===== src/hdl/text_console_writer_macros.svh =====
// Assertion macros for the text console writer RTL.
`ifndef TEXT_CONSOLE_WRITER_MACROS_SVH
`define TEXT_CONSOLE_WRITER_MACROS_SVH

`ifndef SYNTHESIS
// Antecedent implies consequent in the same cycle.
`define TCW_ASSERT_IMPL(label, clk, rst_n, ante, cons) \
  label: assert property (@(posedge clk) disable iff (!rst_n) (ante) |-> (cons)) \
    else $error("text console writer check failed");
// Antecedent implies consequent in the next cycle.
`define TCW_ASSERT_NEXT(label, clk, rst_n, ante, cons) \
  label: assert property (@(posedge clk) disable iff (!rst_n) (ante) |=> (cons)) \
    else $error("text console writer check failed");
`else
`define TCW_ASSERT_IMPL(label, clk, rst_n, ante, cons)
`define TCW_ASSERT_NEXT(label, clk, rst_n, ante, cons)
`endif

`endif


===== src/hdl/tcw_pkg.sv =====
// Package with types, geometry and character codes of the text console writer.
`default_nettype none

package tcw_pkg;

  localparam int COLUMNS   = 80;
  localparam int ROWS      = 25;
  localparam int TAB_WIDTH = 8;
  localparam int CELLS     = ROWS * COLUMNS;

  localparam int COL_W  = 7;
  localparam int ROW_W  = 5;
  localparam int COLX_W = COL_W + 1;
  localparam int ROWX_W = ROW_W + 1;
  localparam int ADDR_W = 11;
  localparam int CELL_W = 16;
  localparam int ATTR_W = 8;
  localparam int CODE_W = 8;
  localparam int FUNC_W = 2;

  localparam logic [ATTR_W-1:0] ATTR_RESET = 8'h0F;

  localparam logic [CODE_W-1:0] CH_BS    = 8'h08;
  localparam logic [CODE_W-1:0] CH_TAB   = 8'h09;
  localparam logic [CODE_W-1:0] CH_LF    = 8'h0A;
  localparam logic [CODE_W-1:0] CH_CR    = 8'h0D;
  localparam logic [CODE_W-1:0] CH_SPACE = 8'h20;
  localparam logic [CODE_W-1:0] CH_DEL   = 8'h7F;

  localparam logic [CELL_W-1:0] BLANK_RESET = {ATTR_RESET, CH_SPACE};

  typedef enum logic [FUNC_W-1:0] {
    FN_PUT   = 2'd0,
    FN_CLEAR = 2'd1,
    FN_READ  = 2'd2
  } tcw_func_t;

  typedef enum logic [2:0] {
    ST_INIT,
    ST_IDLE,
    ST_DECODE,
    ST_SCROLL,
    ST_SCROLL_TAIL,
    ST_FILL,
    ST_DONE
  } tcw_state_t;

  typedef struct packed {
    logic capture;
    logic put_step;
    logic home;
    logic rd_cell;
    logic copy_step;
    logic fill;
    logic fill_init;
    logic cnt_zero;
    logic load_out;
  } tcw_cmd_t;

  typedef struct packed {
    tcw_func_t func;
    logic      scroll;
    logic      copy_last;
    logic      fill_last;
  } tcw_sts_t;

endpackage

`default_nettype wire


===== src/hdl/tcw_ctrl.sv =====
// Controller state machine of the text console writer.
`default_nettype none
`include "text_console_writer_macros.svh"

module tcw_ctrl (
  input  wire logic               clk,
  input  wire logic               rst_n,
  input  wire logic               in_valid,
  output logic                    in_stall,
  output logic                    out_valid,
  input  wire logic               out_stall,
  input  wire tcw_pkg::tcw_sts_t  sts,
  output tcw_pkg::tcw_cmd_t       cmd
);

  import tcw_pkg::*;

  tcw_state_t state_r, state_nxt;
  logic       out_valid_r, out_valid_nxt;
  logic       out_free;

  assign out_free = !out_valid_r || !out_stall;

  always_comb begin
    state_nxt = state_r;
    case (state_r)
      ST_INIT: begin
        if (sts.fill_last) begin
          state_nxt = ST_IDLE;
        end
      end
      ST_IDLE: begin
        if (in_valid) begin
          state_nxt = ST_DECODE;
        end
      end
      ST_DECODE: begin
        case (sts.func)
          FN_PUT:   state_nxt = sts.scroll ? ST_SCROLL : ST_DONE;
          FN_CLEAR: state_nxt = ST_FILL;
          default:  state_nxt = ST_DONE;
        endcase
      end
      ST_SCROLL: begin
        if (sts.copy_last) begin
          state_nxt = ST_SCROLL_TAIL;
        end
      end
      ST_SCROLL_TAIL: begin
        state_nxt = ST_FILL;
      end
      ST_FILL: begin
        if (sts.fill_last) begin
          state_nxt = ST_DONE;
        end
      end
      ST_DONE: begin
        if (out_free) begin
          state_nxt = ST_IDLE;
        end
      end
      default: begin
        state_nxt = ST_IDLE;
      end
    endcase
  end

  always_comb begin
    cmd = '0;
    case (state_r)
      ST_INIT: begin
        cmd.fill      = 1'b1;
        cmd.fill_init = 1'b1;
      end
      ST_IDLE: begin
        cmd.capture = in_valid;
      end
      ST_DECODE: begin
        case (sts.func)
          FN_PUT: begin
            cmd.put_step = 1'b1;
            cmd.cnt_zero = sts.scroll;
          end
          FN_CLEAR: begin
            cmd.home     = 1'b1;
            cmd.cnt_zero = 1'b1;
          end
          FN_READ: begin
            cmd.rd_cell = 1'b1;
          end
          default: begin
            cmd = '0;
          end
        endcase
      end
      ST_SCROLL: begin
        cmd.copy_step = 1'b1;
      end
      ST_FILL: begin
        cmd.fill = 1'b1;
      end
      ST_DONE: begin
        cmd.load_out = out_free;
      end
      default: begin
        cmd = '0;
      end
    endcase
  end

  always_comb begin
    out_valid_nxt = out_valid_r;
    if (cmd.load_out) begin
      out_valid_nxt = 1'b1;
    end else if (!out_stall) begin
      out_valid_nxt = 1'b0;
    end
  end

  always_ff @(posedge clk) begin
    if (!rst_n) begin
      state_r     <= ST_INIT;
      out_valid_r <= 1'b0;
    end else begin
      state_r     <= state_nxt;
      out_valid_r <= out_valid_nxt;
    end
  end

  assign in_stall  = state_r != ST_IDLE;
  assign out_valid = out_valid_r;

  `TCW_ASSERT_IMPL(a_load_needs_room, clk, rst_n, cmd.load_out, !out_valid_r || !out_stall)
  `TCW_ASSERT_NEXT(a_accept_decodes, clk, rst_n, in_valid && !in_stall, state_r == ST_DECODE)
  `TCW_ASSERT_NEXT(a_copy_drains, clk, rst_n, state_r == ST_SCROLL && sts.copy_last, state_r == ST_SCROLL_TAIL)
  `TCW_ASSERT_IMPL(a_result_from_done, clk, rst_n, $rose(out_valid_r), $past(state_r == ST_DONE))

endmodule

`default_nettype wire


===== config.mk =====
export PLATFORM = sky130hd
export DESIGN_NAME = tcw_ctrl
export DESIGN_NICKNAME = d
export VERILOG_FILES = /design/src/hdl/tcw_pkg.sv /design/src/hdl/tcw_ctrl.sv
export VERILOG_INCLUDE_DIRS = /design/src /design/src/hdl
export SDC_FILE = /design/constraint.sdc
export NUM_CORES = 1
export LEC_CHECK = 0
export ABC_CLOCK_PERIOD_IN_PS = 1400
export CORE_AREA = 2 2 39 41
export CTS_BUF_LIST = sky130_fd_sc_hd__clkbuf_8
export DETAILED_ROUTE_END_ITERATION = 7
export DIE_AREA = 0 0 41 43
export DONT_BUFFER_PORTS = 1
export GPL_ROUTABILITY_DRIVEN = 0
export SYNTH_ARGS = -nofsm -noshare
export SYNTH_HDL_FRONTEND = slang
export SYNTH_SLANG_ARGS = --single-unit

===== constraint.sdc =====
create_clock -name clk -period 1.4 [get_ports clk]
set_input_delay 0.07 -clock clk [delete_from_list [all_inputs] [get_ports clk]]
set_output_delay 0.07 -clock clk [all_outputs]
set_load 0.01 [all_outputs]

==> results.tsv <==
stage	metric	value	unit
sta	Slew Limit Fails	0	
route	Final ANT Viol Nets	0	
clock_tree	CTS H-Tree Depth	1	
worst_setup_path	Worst EP required	1.33	ns
route	1st-iter DRT viols	8	
cells_and_area	layout cells sized above 1	51.5	%
die	Die W	41	um
min_path	Hold Crit Class	input port to flop	
route	DRC viols	0	
outcome	outcome	completed	
yosys	Syn Inst Count	53	
pwr	power consumption	0.00108	W
yosys	syn nets	63	
route	Met3 Routed Length	43	um
grt	first-pass GRT wire length	1730	um
sta	Final period util	95.3	%
sta	Slew headroom	74.8	%
placed_design	placed cell count	76	
die	die area	1760	um2
clock_tree	CTS clk-pin slew, worst paths	0.03	ns
clock_tree	sinks on the clock net	4	
yosys	Mean Syn Cell Area	7.84	um2
job	MaxCap Viol Count	0	
yosys	synthesized flop and latch total	4	
clock_tree	Longest Clk Path Bufs	2	
cells_and_area	Non-Filler Instances	84	
grt	initial antenna violation count	0	
sta	Worst Skew	0.00142	ns
sta	setup TNS	0	ns
sta	Hold Fails Final Rpt	0	
yosys	register area share after synthesis	19.3	%
pwr	power density cells	1680	nW/um2
cells_and_area	# nets final	80	
yosys	Post-Syn Area	415	um2
route	DRT met1 WL	510	um
clock_tree	CTS tree	yes	
cells_and_area	diode count	0	
route	drt total wl	1160	um
route	met2 routed WL	606	um
sta	crit path time final	1.33	ns
die	Initial Util	30.0	%
clock_tree	CTS buffer count	3	
sta	maximum clock rate	750	MHz
worst_setup_path	Setup crit end kind	output pin	
worst_setup_path	Crit Path Max Fanout	8	
die	Ports	20	
worst_setup_path	kind of critical path	flop to output pin	
placed_design	Final HPWL DP	799	um
route	WL/cell	13.8	um
placed_design	port bufs	0	
cells_and_area	area grow syn2layout	54.8	%
grt	largest net degree at the start of global routing	12	
pwr	leakage power	0.253	nW
worst_setup_path	type of origin of the critical path	flop	
sta	# setup viols final	0	
route	DR vias/cell	5.50	
pwr	Peak supply drop	0.000519	V
grt	total grt overflow	0	
clock_tree	Root Driver	clkbuf_8	
route	drt first pass iters	4	
die	Die Y	43	um
route	uppermost layer routed	met3	
sta	worst hold margin	0.00530	ns
worst_setup_path	Worst Path Arrival	1.26	ns
die	core area	1380	um2
clock_tree	worst skew pair latency	0.22	ns
sta	Tightest Pin Transition	0.375	ns
yosys	Warnings, synthesis	0	
grt	number of global-route vias before repair	430	
yosys	post-synth cell types	31	
route	via count	462	
die	FP Rows	14	
grt	Tot GR Track Use	14.7	%
-- cell usage in the layout, fill, tap and decap left out, types with 2 or more instances in the layout --
| cell type | n |
|---|---|
| nor4b_2 | 2 |
| nand2b_1 | 2 |
| buf_4 | 13 |
| inv_1 | 2 |
| a21oi_1 | 4 |
| nand3b_1 | 2 |
| nor2_1 | 2 |
| nand2_1 | 4 |
| or2_2 | 3 |
| dfxtp_1 | 2 |
| clkbuf_8 | 3 |
-- cell families (layout without fill, tap and decap cells) --
group	count (synthesis)	in the layout	synth area share (%)
compound gates	16	16	28.9
fa+ha+maj	1	1	3.01
buf+inv	7	22	8.73
flops	4	4	19.3
mux	2	2	6.02
simple gates	23	23	34.0
-- state kept, by name, indices dropped and copies added, names as in the netlist --
register   count
state_r        3
out_valid      1
-- layer usage --
| layer | vias to the layer above | track usage [%] |
|---|---|---|
| met4 | 0 | 10.0 |
| met5 | - | 0 |
| met3 | 0 | 4.71 |
| met1 | 219 | 16.7 |
| met2 | 14 | 22.2 |
| li1 | 229 | - |
-- Yosys cell counts, drive strengths merged --
library cell / number / share of area, %
nor4b: 3 / 6.3
a21oi: 4 / 4.8
mux2: 1 / 3.6
nor4: 3 / 6.0
o21ai: 2 / 2.4
buf: 4 / 6.0
o2111ai: 1 / 2.1
a31oi: 1 / 1.5
nand2: 4 / 3.6
nand2b: 3 / 4.5
nor3: 1 / 1.2
mux2i: 1 / 2.4
o21a: 1 / 1.8
nor2: 3 / 2.7
inv: 3 / 2.7
o21bai: 1 / 1.8
a221oi: 1 / 2.1
nand3b: 2 / 3.6
o22a: 1 / 4.2
ha: 1 / 3.0
a21boi: 1 / 1.8
o211ai: 2 / 4.8
o22ai: 1 / 1.5
dfxtp: 4 / 19
or2: 4 / 6.0
-- per-stage QoR --
| step | util (%) | setup slack (ns) | instance area, um2 |
|---|---|---|---|
| final | 46.5 | 0.0660 | 643 |
| after global routing | 46.5 | -0.0263 | 643 |
| after CTS | 42.0 | 0.00352 | 581 |
| after detailed placement | 36.5 | -0.00380 | 505 |
| after global placement | 36.5 | 0.0312 | 505 |
| after floorplan | - | 0.0426 | 432 |
-- power breakdown --
part | leakage, nW | switching, W | internal, W | total, W
combinational | 0.197 | 0.000316 | 0.000335 | 0.000651
clock | 0.0216 | 0.0000598 | 0.000183 | 0.000243
sequential | 0.0338 | 0.0000396 | 0.000149 | 0.000188
total | 0.253 | 0.000415 | 0.000667 | 0.00108
-- path summary, 6_finish.rpt --
path | endpoint | cells after the start | slack (ns) | startpoint
min | state_r[2] | 2 | 0.005 | rst_n
max | cmd[5] | 3 | 0.07 | state_r[2]
min reg2reg | state_r[2] | 2 | 0.53 | state_r[2]
max reg2reg | state_r[0] | 4 | 0.07 | state_r[0]
-- critical path, cell delays in order, from the launching register on --
cell and delay, ns:
dfxtp_2 0.36, nand2b_2 0.26, nor4b_2 0.27, buf_4 0.16
-- final cells by class --
| class | instances | area (um2) |
|---|---|---|
| fill | 143 | 741 |
| multi-input combinational | 42 | 352 |
| timing repair buffer | 16 | 134 |
| sequential | 4 | 85.1 |
| clock buffer | 3 | 41.3 |
| tap | 16 | 20.0 |
| inverter | 3 | 11.3 |
-- timing repair --
action | CTS | global route
setup endpoints to repair | 6 | 8
endpoints found under the hold margin | 1 | 0
hold buffers | 1 | 0
pin swaps | 1 | 1
setup buffers | 1 | 3
resized for setup | 5 | 9
(Power assumes the default switching activity.)
